### src/design/clg_pkg.sv
`timescale 1ns / 1ps
// ----------------------------------------------------------------------------
// clg_pkg - shared types and constants of the liquid level gauge
// Widths, codes, lane control structs and the level table.
// ----------------------------------------------------------------------------
package clg_pkg;

    localparam int NUM_SENSORS = 10;
    localparam int RAW_W       = 16;
    localparam int BASE_W      = 32;
    localparam int DIG_W       = 4;
    localparam int NUM_DIGITS  = BASE_W / DIG_W;
    localparam int THR_W       = 16;
    localparam int THR_DIGITS  = THR_W / DIG_W;
    localparam int DIV_W       = 8;
    localparam int LEVEL_W     = 8;
    localparam int KIND_W      = 2;
    localparam int CNT_W       = 4;
    localparam int RUN_W       = 4;
    localparam int CFG_IDX_W   = 2;
    localparam int CFG_DATA_W  = 16;
    localparam int IN_DATA_W   = NUM_SENSORS * RAW_W;
    localparam int OUT_DATA_W  = 16;

    // register indexes on the configuration port
    localparam logic [CFG_IDX_W-1:0] CFG_THRESHOLD  = 2'd0;
    localparam logic [CFG_IDX_W-1:0] CFG_SCAN_COUNT = 2'd1;

    localparam logic [THR_W-1:0] THRESHOLD_RESET  = 16'd100;
    localparam logic [DIV_W-1:0] SCAN_COUNT_RESET = 8'd10;

    typedef enum logic [KIND_W-1:0] {
        KIND_CLEAR = 2'd0,
        KIND_CAL   = 2'd1,
        KIND_MEAS  = 2'd2
    } t_kind;

    typedef enum logic [1:0] {
        ST_IDLE,
        ST_DIV,
        ST_DIGIT,
        ST_FINISH
    } t_state;

    // control broadcast from the sequencer to every lane
    typedef struct packed {
        logic load;
        logic clear;
        logic div_step;
        logic dig_step;
        logic dig_first;
        logic dig_sub;
    } t_lane_ctl;

    // per-lane result of a measurement pass
    typedef struct packed {
        logic gt;
        logic nz;
    } t_lane_stat;

    // level for a run of covered sensors
    function automatic logic [LEVEL_W-1:0] level_of(input logic [RUN_W-1:0] run);
        logic [LEVEL_W-1:0] lv;
        case (run)
            4'd0:    lv = 8'd0;
            4'd1:    lv = 8'd26;
            4'd2:    lv = 8'd51;
            4'd3:    lv = 8'd77;
            4'd4:    lv = 8'd102;
            4'd5:    lv = 8'd128;
            4'd6:    lv = 8'd153;
            4'd7:    lv = 8'd179;
            4'd8:    lv = 8'd204;
            4'd9:    lv = 8'd230;
            default: lv = 8'd255;
        endcase
        return lv;
    endfunction

endpackage

### src/design/clg_lane.sv
`timescale 1ns / 1ps
// ----------------------------------------------------------------------------
// clg_lane - one sensor lane
// Holds the sensor baseline in a rotating shift register, divides the raw
// count one quotient bit per cycle and adds or subtracts one digit per cycle.
// ----------------------------------------------------------------------------
module clg_lane (
    input  logic                      i_clk,
    input  logic                      i_rst_n,
    input  clg_pkg::t_lane_ctl        i_ctl,
    input  logic [clg_pkg::RAW_W-1:0] i_raw,
    input  logic [clg_pkg::DIV_W-1:0] i_div,
    input  logic [clg_pkg::DIG_W-1:0] i_thr_digit,
    output clg_pkg::t_lane_stat       o_stat
);
    import clg_pkg::*;

    logic [BASE_W-1:0] r_base,  n_base;
    logic [BASE_W-1:0] r_opnd,  n_opnd;
    logic [DIV_W-1:0]  r_rem,   n_rem;
    logic              r_carry, n_carry;
    logic              r_gt,    n_gt;
    logic              r_nz,    n_nz;

    logic [DIV_W:0]    rem_sh;
    logic [DIV_W+1:0]  rem_diff;
    logic              rem_ge;
    logic [DIG_W-1:0]  b_dig;
    logic [DIG_W-1:0]  o_dig;
    logic [DIG_W-1:0]  b_opd;
    logic              c_in;
    logic [DIG_W:0]    dsum;
    logic [DIG_W-1:0]  d_dig;
    logic              gt_in;
    logic              nz_in;

    // restoring division step on the low half of the operand
    always_comb begin
        rem_sh   = {r_rem, r_opnd[RAW_W-1]};
        rem_diff = {1'b0, rem_sh} - {2'b00, i_div};
        rem_ge   = ~rem_diff[DIV_W+1];
    end

    // digit adder: baseline plus operand, or operand minus baseline
    always_comb begin
        b_dig = r_base[DIG_W-1:0];
        o_dig = r_opnd[DIG_W-1:0];
        b_opd = i_ctl.dig_sub ? ~b_dig : b_dig;
        c_in  = i_ctl.dig_first ? i_ctl.dig_sub : r_carry;
        gt_in = i_ctl.dig_first ? 1'b0 : r_gt;
        nz_in = i_ctl.dig_first ? 1'b0 : r_nz;
        dsum  = {1'b0, o_dig} + {1'b0, b_opd} + {{DIG_W{1'b0}}, c_in};
        d_dig = dsum[DIG_W-1:0];
    end

    // next values of the lane registers
    always_comb begin
        n_base  = r_base;
        n_opnd  = r_opnd;
        n_rem   = r_rem;
        n_carry = r_carry;
        n_gt    = r_gt;
        n_nz    = r_nz;
        if (i_ctl.clear) begin
            n_base = '0;
        end
        if (i_ctl.load) begin
            n_opnd = {{(BASE_W-RAW_W){1'b0}}, i_raw};
            n_rem  = '0;
        end else if (i_ctl.div_step) begin
            n_rem                = rem_ge ? rem_diff[DIV_W-1:0] : rem_sh[DIV_W-1:0];
            n_opnd[RAW_W-1:0]    = {r_opnd[RAW_W-2:0], rem_ge};
        end else if (i_ctl.dig_step) begin
            n_opnd  = {{DIG_W{1'b0}}, r_opnd[BASE_W-1:DIG_W]};
            n_carry = dsum[DIG_W];
            if (i_ctl.dig_sub) begin
                // rotate the baseline unchanged, track the difference
                n_base = {b_dig, r_base[BASE_W-1:DIG_W]};
                n_nz   = nz_in | (d_dig != '0);
                if (d_dig > i_thr_digit) begin
                    n_gt = 1'b1;
                end else if (d_dig < i_thr_digit) begin
                    n_gt = 1'b0;
                end else begin
                    n_gt = gt_in;
                end
            end else begin
                n_base = {d_dig, r_base[BASE_W-1:DIG_W]};
            end
        end
    end

    // baseline resets to zero; working registers need none
    always_ff @(posedge i_clk) begin
        if (!i_rst_n) begin
            r_base <= '0;
        end else begin
            r_base <= n_base;
        end
    end

    always_ff @(posedge i_clk) begin
        r_opnd  <= n_opnd;
        r_rem   <= n_rem;
        r_carry <= n_carry;
        r_gt    <= n_gt;
        r_nz    <= n_nz;
    end

    assign o_stat.gt = r_gt;
    assign o_stat.nz = r_nz;

endmodule

### src/design/clg_seq.sv
`timescale 1ns / 1ps
// ----------------------------------------------------------------------------
// clg_seq - item sequencer of the liquid level gauge
// Steps the lanes through division and digit passes and counts the cycles.
// ----------------------------------------------------------------------------
module clg_seq (
    input  logic                       i_clk,
    input  logic                       i_rst_n,
    input  logic                       i_accept,
    input  logic [clg_pkg::KIND_W-1:0] i_kind,
    input  logic                       i_raw_all_nz,
    input  logic                       i_out_free,
    output logic                       o_idle,
    output logic                       o_finish,
    output logic [clg_pkg::KIND_W-1:0] o_kind,
    output logic [clg_pkg::CNT_W-1:0]  o_cnt,
    output clg_pkg::t_lane_ctl         o_ctl
);
    import clg_pkg::*;

    t_state             r_state, n_state;
    logic [CNT_W-1:0]   r_cnt,   n_cnt;
    logic [KIND_W-1:0]  r_kind,  n_kind;

    // next state
    always_comb begin
        n_state = r_state;
        case (r_state)
            ST_IDLE: begin
                if (i_accept) begin
                    if (i_kind == KIND_CAL) begin
                        n_state = i_raw_all_nz ? ST_DIV : ST_FINISH;
                    end else if (i_kind == KIND_MEAS) begin
                        n_state = ST_DIGIT;
                    end else begin
                        n_state = ST_FINISH;
                    end
                end
            end
            ST_DIV: begin
                if (r_cnt == CNT_W'(RAW_W - 1)) begin
                    n_state = ST_DIGIT;
                end
            end
            ST_DIGIT: begin
                if (r_cnt == CNT_W'(NUM_DIGITS - 1)) begin
                    n_state = ST_FINISH;
                end
            end
            ST_FINISH: begin
                if (i_out_free) begin
                    n_state = ST_IDLE;
                end
            end
            default: n_state = ST_IDLE;
        endcase
    end

    // step counter restarts at every state change; hold the item kind
    always_comb begin
        n_cnt  = (n_state != r_state) ? '0 : r_cnt + 1'b1;
        n_kind = i_accept ? i_kind : r_kind;
    end

    // outputs
    always_comb begin
        o_idle          = (r_state == ST_IDLE);
        o_finish        = (r_state == ST_FINISH);
        o_ctl.load      = i_accept;
        o_ctl.clear     = i_accept && (i_kind == KIND_CLEAR);
        o_ctl.div_step  = (r_state == ST_DIV);
        o_ctl.dig_step  = (r_state == ST_DIGIT);
        o_ctl.dig_first = (r_cnt == '0);
        o_ctl.dig_sub   = (r_kind == KIND_MEAS);
    end

    always_ff @(posedge i_clk) begin
        if (!i_rst_n) begin
            r_state <= ST_IDLE;
            r_cnt   <= '0;
        end else begin
            r_state <= n_state;
            r_cnt   <= n_cnt;
        end
    end

    always_ff @(posedge i_clk) begin
        r_kind <= n_kind;
    end

    assign o_kind = r_kind;
    assign o_cnt  = r_cnt;

endmodule

### src/design/capacitive_liquid_level_gauge.sv
`timescale 1ns / 1ps
// ----------------------------------------------------------------------------
// capacitive_liquid_level_gauge - top level
// Ten sensor lanes with serial dividers and 4-bit digit adders, driven by
// one sequencer; one result item for each scan item.
//
//   channel   direction  contents
//   s_axis    in         tdata raw_0..raw_9, tuser kind
//   m_axis    out        tdata level, all_nonzero
//   cfg       in         write enable, index, data (threshold, scan_count)
//
// A measure item runs 8 digit passes over the 32-bit baseline before the
// output register is loaded; a calibrate item first takes 16 quotient
// bits, and clear, unknown kinds and calibrate items with a zero raw count
// go straight to the output register. Input is ready again once the result
// is loaded. Reset is synchronous, active low, and zeroes the baselines.
// A new item is taken while a result waits; a full output register holds
// the sequencer in its last state.
module capacitive_liquid_level_gauge (
    input  logic                             i_clk,
    input  logic                             i_rst_n,
    input  logic                             s_axis_tvalid,
    output logic                             s_axis_tready,
    // raw_0 [15:0], raw_1 [31:16], ... raw_9 [159:144]
    input  logic [clg_pkg::IN_DATA_W-1:0]    s_axis_tdata,
    // kind [1:0]
    input  logic [clg_pkg::KIND_W-1:0]       s_axis_tuser,
    output logic                             m_axis_tvalid,
    input  logic                             m_axis_tready,
    // level [7:0], all_nonzero [8], zero [15:9]
    output logic [clg_pkg::OUT_DATA_W-1:0]   m_axis_tdata,
    input  logic                             i_cfg_we,
    input  logic [clg_pkg::CFG_IDX_W-1:0]    i_cfg_index,
    input  logic [clg_pkg::CFG_DATA_W-1:0]   i_cfg_data
);
    import clg_pkg::*;

    logic [THR_W-1:0]       r_threshold;
    logic [DIV_W-1:0]       r_scan_count;
    logic                   r_all_nz;
    logic                   r_m_valid, n_m_valid;
    logic [OUT_DATA_W-1:0]  r_m_data;

    logic                   accept;
    logic                   raw_all_nz;
    logic                   seq_idle;
    logic                   seq_finish;
    logic [KIND_W-1:0]      seq_kind;
    logic [CNT_W-1:0]       seq_cnt;
    t_lane_ctl              lane_ctl;
    t_lane_stat             lane_stat [NUM_SENSORS];
    logic [DIV_W-1:0]       divisor;
    logic [DIG_W-1:0]       thr_digit;
    logic                   out_free;
    logic                   out_load;
    logic [RUN_W-1:0]       run;
    logic                   meas_nz;
    logic                   run_open;
    logic [LEVEL_W-1:0]     res_level;
    logic                   res_nz;

    assign s_axis_tready = seq_idle;
    assign accept        = s_axis_tvalid && s_axis_tready;
    assign out_free      = !r_m_valid || m_axis_tready;
    assign out_load      = seq_finish && out_free;

    // check every raw count of the incoming item for zero
    always_comb begin
        raw_all_nz = 1'b1;
        for (int i = 0; i < NUM_SENSORS; i++) begin
            if (s_axis_tdata[i*RAW_W +: RAW_W] == '0) begin
                raw_all_nz = 1'b0;
            end
        end
    end

    // a zero scan count divides by one
    assign divisor = (r_scan_count == '0) ? DIV_W'(1) : r_scan_count;

    // threshold digit for the current pass, zero above its top digit
    always_comb begin
        if (seq_cnt >= CNT_W'(THR_DIGITS)) begin
            thr_digit = '0;
        end else begin
            thr_digit = r_threshold[{seq_cnt[1:0], 2'b00} +: DIG_W];
        end
    end

    clg_seq u_seq (
        .i_clk        (i_clk),
        .i_rst_n      (i_rst_n),
        .i_accept     (accept),
        .i_kind       (s_axis_tuser),
        .i_raw_all_nz (raw_all_nz),
        .i_out_free   (out_free),
        .o_idle       (seq_idle),
        .o_finish     (seq_finish),
        .o_kind       (seq_kind),
        .o_cnt        (seq_cnt),
        .o_ctl        (lane_ctl)
    );

    for (genvar g = 0; g < NUM_SENSORS; g++) begin : g_lane
        clg_lane u_lane (
            .i_clk       (i_clk),
            .i_rst_n     (i_rst_n),
            .i_ctl       (lane_ctl),
            .i_raw       (s_axis_tdata[g*RAW_W +: RAW_W]),
            .i_div       (divisor),
            .i_thr_digit (thr_digit),
            .o_stat      (lane_stat[g])
        );
    end

    // count the unbroken run of covered sensors from the bottom
    always_comb begin
        run      = '0;
        run_open = 1'b1;
        meas_nz  = 1'b1;
        for (int i = 0; i < NUM_SENSORS; i++) begin
            run_open = run_open && lane_stat[i].gt;
            if (run_open) begin
                run = run + 1'b1;
            end
            if (!lane_stat[i].nz) begin
                meas_nz = 1'b0;
            end
        end
    end

    // form the result for the finished item
    always_comb begin
        res_level = '0;
        res_nz    = 1'b1;
        case (seq_kind)
            KIND_CAL: begin
                res_nz = r_all_nz;
            end
            KIND_MEAS: begin
                res_level = level_of(run);
                res_nz    = meas_nz;
            end
            default: begin
                res_nz = 1'b1;
            end
        endcase
    end

    always_comb begin
        n_m_valid = r_m_valid;
        if (out_load) begin
            n_m_valid = 1'b1;
        end else if (m_axis_tready) begin
            n_m_valid = 1'b0;
        end
    end

    // configuration registers and output valid
    always_ff @(posedge i_clk) begin
        if (!i_rst_n) begin
            r_threshold  <= THRESHOLD_RESET;
            r_scan_count <= SCAN_COUNT_RESET;
            r_m_valid    <= 1'b0;
        end else begin
            r_m_valid <= n_m_valid;
            if (i_cfg_we && (i_cfg_index == CFG_THRESHOLD)) begin
                r_threshold <= i_cfg_data[THR_W-1:0];
            end
            if (i_cfg_we && (i_cfg_index == CFG_SCAN_COUNT)) begin
                r_scan_count <= i_cfg_data[DIV_W-1:0];
            end
        end
    end

    // hold the zero check of the item and the output item
    always_ff @(posedge i_clk) begin
        if (accept) begin
            r_all_nz <= raw_all_nz;
        end
        if (out_load) begin
            r_m_data <= {{(OUT_DATA_W-LEVEL_W-1){1'b0}}, res_nz, res_level};
        end
    end

    assign m_axis_tvalid = r_m_valid;
    assign m_axis_tdata  = r_m_data;

endmodule
### config.mk
export PLATFORM = sky130hd
export DESIGN_NAME = capacitive_liquid_level_gauge
export DESIGN_NICKNAME = d
export VERILOG_FILES = /design/src/design/clg_pkg.sv /design/src/design/clg_lane.sv /design/src/design/clg_seq.sv /design/src/design/capacitive_liquid_level_gauge.sv
export SDC_FILE = /design/constraint.sdc
export NUM_CORES = 2
export LEC_CHECK = 0
export BUFFER_PORTS_ARGS = -buffer_cell sky130_fd_sc_hd__buf_4
export CAP_MARGIN = 25
export CORE_AREA = 8 8 246 248
export CTS_BUF_LIST = sky130_fd_sc_hd__clkbuf_4
export DETAILED_ROUTE_END_ITERATION = 7
export DIE_AREA = 0 0 254 256
export GPL_TIMING_DRIVEN = 0
export PLACE_DENSITY = 0.81
export SYNTH_ARGS = -nofsm -noshare
export SYNTH_HDL_FRONTEND = slang
export SYNTH_SLANG_ARGS = --single-unit
### constraint.sdc
create_clock -name i_clk -period 10.69 [get_ports i_clk]
set_input_delay 1.069 -clock i_clk [delete_from_list [all_inputs] [get_ports i_clk]]
set_output_delay 1.069 -clock i_clk [all_outputs]
set_load 0.1 [all_outputs]
# Yosys cells after proc, flatten, opt, wreduce, memory -nomap -nowiden
# Memory sizes are Yosys's and may differ from the RTL's. A register that Yosys moved wholly into a read port is not among the register bits.
# Cells that the tools add are included.
[totals]
ff_bits = 625
out_inout_bits = 18
rom_bits = 128
inputBits = 185
n_memories = 1
[mem_list]
columns = ["name", "depth", "width", "read_ports", "rd_ports_with_merged_regs", "wr", "line_no", "source"]
rows = [
  ["(no name shown)", 16, 8, 1, 1, 0, "clg_pkg.sv:64", "case (run)"],
]
[classes]
n_eq_ne = 11
magnitude_cmp = 21
reduce_logical = 67
n_addsub = 40
shifts = 1
bitwise = 33
muxes = 174
[op_table]
columns = ["op", "n"]
rows = [
  ["2-to-1 mux 32 bit", 50],
  ["2-to-1 mux 16 bit", 30],
  ["zero test 16 bit", 10],
  ["subtractor 9 x 8 -> 10 bit", 10],
  ["2-to-1 mux 8 bit", 11],
  ["2-to-1 mux 4 bit", 20],
  ["2-to-1 mux 1 bit", 55],
  ["adder 4 x 4 -> 5 bit", 10],
  ["adder 5 x 1 -> 5 bit", 10],
  ["AND reduction 5 bit", 10],
  ["adder 4 x 1 -> 4 bit, second input constant", 10],
  ["> comparator 4 bit", 10],
  ["less-than comparator 4 bit", 10],
  ["NOT 4 bit", 10],
  ["nonzero test 4 bit", 10],
  ["nonzero test 3 bit", 11],
  ["indexed part select 16 x 5 -> 4 bit", 1],
  ["logical AND 1 bit", 14],
  ["NOT 1 bit", 13],
  ["2-to-1 mux 2 bit", 6],
  ["OR 1 bit", 10],
  ["== test 2 x 1 -> 1 bit, second input constant", 4],
  ["== test 2 bit, second input constant", 4],
  ["zero test 8 bit", 1],
  ["other kinds (14)", 17],
]

# Longest topological paths before layout
[logic_depth]
depth_word = 19
ltp_mapped = 31

# Hierarchy
# Synthesis repeated with hierarchy kept, for this count alone.
[unflattened]
hier_cells = 3893
area_unflattened_um2 = 36473.7
[by_module_without_submodules]
columns = ["mod", "area_each_um2", "instances", "cells_per_inst"]
rows = [
  ["clg_lane at g_lane[0].u_lane ...", 3350.7, 3, 357],
  ["clg_lane at g_lane[4].u_lane ...", 3320.7, 3, 351],
  ["clg_lane at g_lane[7].u_lane ...", 3329.4, 2, 352],
  ["clg_lane at g_lane[3].u_lane", 3345.7, 1, 355],
  ["clg_lane at g_lane[9].u_lane", 3315.7, 1, 351],
  ["capacitive_liquid_level_gauge", 2656.3, 1, 311],
  ["clg_seq", 483.0, 1, 48],
]

# Worst setup path after synthesis
# OpenSTA, ideal clock, no wires.
[synth_path]
path_type = "reg-to-reg"
startpoint = "register u_seq.r_state[1]"
endpoint = "register g_lane[0].u_lane.r_opnd[0] (enable)"
t_required_ns = 10.164
setup_time_ns = 0.526
t_arrival_ns = 6.309
stages_incl_launch_ff = 9
slack_ns = 3.855
path_cell_list = "dfxtp_1 > buf_2 > nor2_1 > nand2_1 > inv_2 > nor2_1 > clkbuf_1 > clkbuf_1 > nand2_1"
[synth_between]
elab_chain_len = 3
[synth_lines]
columns = ["item", "line_no", "source"]
rows = [
  ["start, declared", "clg_seq.sv:21", "t_state r_state, n_state;"],
  ["start signal, assigned", "clg_seq.sv:82", "r_state <= n_state;"],
  ["zero test 2 bit", "clg_seq.sv:67", "o_idle = (r_state == ST_IDLE);"],
  ["named net s_axis_tready", "capacitive_liquid_level_gauge.sv:23", "output logic s_axis_tready,"],
  ["logical AND 1 bit", "capacitive_liquid_level_gauge.sv:63", "assign accept = s_axis_tvalid && s_axis_tready;"],
  ["nonzero test 3 bit (no source line)", "n/a", ""],
  ["end signal, assigned", "clg_lane.sv:103", "r_opnd <= n_opnd;"],
  ["end, declared", "clg_lane.sv:19", "logic [BASE_W-1:0] r_opnd, n_opnd;"],
]
# The timed path passes the listed nets, and every way through them passes these cells.
# A chain may end at the register's enable or synchronous reset.

# Worst setup path in the final report
[layout_path]
startpoint = "register g_lane[2].u_lane.r_gt"
endpoint = "register r_m_data[5] (netlist: m_axis_tdata[5]), data pin"
[layout_between]
elab_chain_len = 16
[layout_lines]
columns = ["item", "line_no", "source"]
rows = [
  ["start, declared", "clg_lane.sv:22", "logic r_gt, n_gt;"],
  ["start signal, assigned", "clg_lane.sv:106", "r_gt <= n_gt;"],
  ["logical AND 1 bit (*)", "capacitive_liquid_level_gauge.sv:121", "run_open = run_open && lane_stat[i].gt;"],
  ["2-to-1 mux 4 bit", "capacitive_liquid_level_gauge.sv:122", "if (run_open) begin"],
  ["adder 4 x 1 -> 4 bit", "capacitive_liquid_level_gauge.sv:123", "run = run + 1'b1;"],
  ["2-to-1 mux 4 bit", "capacitive_liquid_level_gauge.sv:122", ""],
  ["adder 4 x 1 -> 4 bit", "capacitive_liquid_level_gauge.sv:123", ""],
  ["2-to-1 mux 4 bit", "capacitive_liquid_level_gauge.sv:122", ""],
  ["adder 4 x 1 -> 4 bit", "capacitive_liquid_level_gauge.sv:123", ""],
  ["2-to-1 mux 4 bit", "capacitive_liquid_level_gauge.sv:122", ""],
  ["adder 4 x 1 -> 4 bit", "capacitive_liquid_level_gauge.sv:123", ""],
  ["2-to-1 mux 4 bit", "capacitive_liquid_level_gauge.sv:122", ""],
  ["adder 4 x 1 -> 4 bit", "capacitive_liquid_level_gauge.sv:123", ""],
  ["2-to-1 mux 4 bit", "capacitive_liquid_level_gauge.sv:122", ""],
  ["adder 4 x 1 -> 4 bit", "capacitive_liquid_level_gauge.sv:123", ""],
  ["2-to-1 mux 4 bit", "capacitive_liquid_level_gauge.sv:122", ""],
  ["adder 4 x 1 -> 4 bit", "capacitive_liquid_level_gauge.sv:123", ""],
  ["2-to-1 mux 4 bit (*)", "capacitive_liquid_level_gauge.sv:122", ""],
  ["end, declared", "capacitive_liquid_level_gauge.sv:42", "logic [OUT_DATA_W-1:0] r_m_data;"],
]
# Mark *: on every way between the ends. The rest lies on a longest branch, timed or not.

==> flow_metrics.py <==
metrics = {
    "critical_path": {
        "worst-setup-path-type": "reg2reg",
        "cp-startpoint": "g_lane[2].u_lane.r_gt",
        "timing.critical_path.fanout_max": 6,
        "crit_arrival_ns": 7.09,
        "worst_setup_path_start_kind": "flop",
        "r2r-end": "m_axis_tdata[5]",
        "end_kind": "flop",
        "cp_common_cell": "ha_1",
        "slowest_delay_ns": 0.53,
        "slowest_stage": "edfxtp_1",
        "r2r_slack_ns": 4.29,
        "crit_required_ns": 11.38,
        "r2r_start": "g_lane[2].u_lane.r_gt",
        "crit_end": "m_axis_tdata[5]",
        "reg2reg_depth": 31,
    },
    "synthesis": {
        "netlist_area_um2": 31900,
        "synth_async_sr_flop_share": 0,
        "yosysTopAreaCellShare": 0.271,
        "synthTopCellsByArea": "dfxtp_1, edfxtp_1, a22oi_1",
        "ys.warnings.count": 0,
        "synth_edf_count": 201,
        "synth_ff_type": "dfxtp_1",
        "netlist-cell-type-count": 72,
        "syn_inst": 3281,
        "ys_seq_elements": 632,
        "synth_top_area_cell": "dfxtp_1",
        "ys_seq_area_frac": 0.460,
        "avgSynthCellArea_um2": 9.71,
    },
    "global_routing": {
        "grt_start_max_net_pins": 67,
        "grt-ovfl-total": 0,
        "grt_antenna_before_repair": 4,
        "grt_pass1_vias": 26400,
        "grt_pass1_wl_mm": 142,
        "track_usage": 0.274,
    },
    "clock_tree": {
        "tritoncts": "done",
        "clock_path_buffers": 3,
        "postCtsSetupRepairBufs": 0,
        "cts-root-buf": "clkbuf_4",
        "insertion_delay_ns": 1.03,
        "clk_pin_slew_ns": 0.07,
        "clkSinkCount": 632,
        "cts_made_buffers": 162,
        "cts_resized": 0,
        "htreeDepth": 4,
        "postCtsHoldBufs": 0,
    },
    "floorplan": {
        "die_area_um2": 65000,
        "die_x_um": 254,
        "core_area_um2": 56800,
        "start_util": 0.561,
        "die_y_um": 256,
        "rows": 88,
        "io_pins": 203,
    },
    "sta": {
        "period_share": 0.598,
        "fin_hold_ws_ns": 0.258,
        "relSlewSlack": 0.288,
        "finalMaxSlewViolations": 0,
        "final-setup-viol-count": 0,
        "final_hold_viol_count": 0,
        "final.setup.tns_ns": 0,
        "rsz0062_at_grt": "false",
        "post-route-min-period_ns": 6.40,
        "tightest_slew_ns": 1.07,
        "worst_clock_skew_ns": 0.0634,
        "fmax_mhz": 156,
    },
    "final_layout": {
        "drive_above_1_share": 0.137,
        "fin_nets": 4032,
        "fillers": 4621,
        "syn2layout_area_growth_pct": 14.8,
        "final_cell_mix": "dfxtp_1, nand2_1, a22oi_1",
        "final_common_cell": "dfxtp_1",
    },
    "job": {
        "maxCapViolations": 0,
    },
    "detailed_routing": {
        "ant_nets": 0,
        "vias": 27100,
        "drc_errors": 0,
        "routed_wl_mm": 91.7,
        "avgViaCountPerCell": 5.98,
        "avgRoutedWirePerCell_um": 20.2,
        "drtIter0Drc": 2681,
        "dr.pass1.iters": 8,
    },
    "placed_design": {
        "io_buffers": 194,
        "dp_hpwl_mm": 66.7,
        "gp_congestion": 0.932,
    },
    "power_and_ir_drop": {
        "ir_worst_vdd_uv": 141,
        "p_leak_nw": 14.7,
        "power_density_nw_per_um2": 228,
    },
    "min_path": {
        "worstHoldPathType": "in2reg",
    },
    "outcome": {
        "outcome": "finished, final reports clean",
    },
}
==> metal layers <==
layer  share of wire  track usage  wire length [µm]  vias up
met4           0.048        0.132              4380        4
met1            0.39        0.338             35600    12800
met5         0.00032            0                29        -
met3            0.10       0.0737              9170      295
li1                -            -                 -    12700
met2            0.46        0.441             42500     1388
==> cell type report <==
cell class | count | area, µm² | area share
Timing Repair Buffer | 200 | 1570 | 0.0428
Sequential cell | 632 | 14700 | 0.401
Buffer | 221 | 868 | 0.0237
Antenna cell | 6 | 15.0 | 0.000411
Tap cell | 765 | 957 | 0.0262
Clock inverter | 32 | 254 | 0.00694
Clock buffer | 251 | 1880 | 0.0515
Inverter | 91 | 342 | 0.00934
Multi-Input combinational cell | 2343 | 16000 | 0.438
==> logic make-up (layout without fill, tap and decap cells) <==
group           count (synthesis)  in the layout  share of synthesized area
flops                         632            632                      0.460
xor+xnor                       98             98                     0.0286
simple gates                 1038           1038                      0.162
buf+inv                       312            795                     0.0380
mux                            85             85                     0.0283
other cells                     1             13                   0.000118
compound gates                919            919                      0.198
fa+ha+maj                     196            196                     0.0840
==> worst max-delay path: cells and delay by family (launching register included) <==
kind,cells,cell delay [ns]
mux,5,0.69
flops,1,0.53
buf+inv,4,0.40
compound gates,8,1.55
fa+ha+maj,8,2.48
simple gates,6,0.43
==> power breakdown <==
group	switching (mW)	leakage (nW)	internal, mW
sequential	0.334	5.47	2.94
combinational	1.72	7.98	1.16
clock	1.01	1.27	1.16
total	3.06	14.7	5.26
==> per-stage QoR <==
| step | setup WS (ns) | utilization | instances | area, µm² | total power, mW |
|---|---|---|---|---|---|
| after global placement | 1.80 | 0.604 | 4246 | 34300 | 6.03 |
| after global routing | 3.77 | 0.644 | 4538 | 36600 | 8.82 |
| after floorplan | 3.85 | - | 3287 | 31900 | 5.30 |
| after CTS | 4.32 | 0.643 | 4535 | 36600 | 8.28 |
| final | 4.29 | 0.644 | 4541 | 36600 | 8.32 |
| after detailed placement | 4.36 | 0.606 | 4252 | 34400 | 6.11 |
==> worst min path at each step <==
stage	slack (ns)	cells after the start	endpoint	startpoint
floorplan	0.44	2	r_threshold[5]	r_threshold[5]
global placement	0.45	2	r_threshold[5]	r_threshold[5]
detailed placement	0.45	2	r_threshold[6]	r_threshold[6]
CTS	0.18	1	u_seq.o_kind[1]	s_axis_tuser[1]
global route	0.23	1	u_seq.o_kind[1]	s_axis_tuser[1]
finish	0.26	1	u_seq.o_kind[1]	s_axis_tuser[1]
==> sequential cells by signal (all words and copies together), names as in the netlist <==
register / flops
g_lane.u_lane.r_rem: 80
g_lane.u_lane.r_nz: 10
m_axis_tvalid: 1
g_lane.u_lane.r_gt: 10
u_seq.r_state: 2
m_axis_tdata: 8
g_lane.u_lane.r_carry: 10
g_lane.u_lane.r_base: 320
u_seq.o_cnt: 4
u_seq.o_kind: 2
r_all_nz: 1
r_threshold: 16
r_scan_count: 8
g_lane.u_lane.r_opnd: 160
==> cell usage after synthesis, types with 38 or more instances <==
cell and n:
dfxtp_1 431, nand2_1 424, a22oi_1 410, nor2b_1 349, edfxtp_1 201, clkbuf_1 194, o21ai_0 188, ha_1 166
nor2_1 100, inv_1 90, a21oi_1 86, mux2i_1 79, xor2_1 72, a21o_1 62, nor4_1 44, a22o_1 41
a21boi_0 38
No activity file was read; power rests on OpenSTA's default activity.
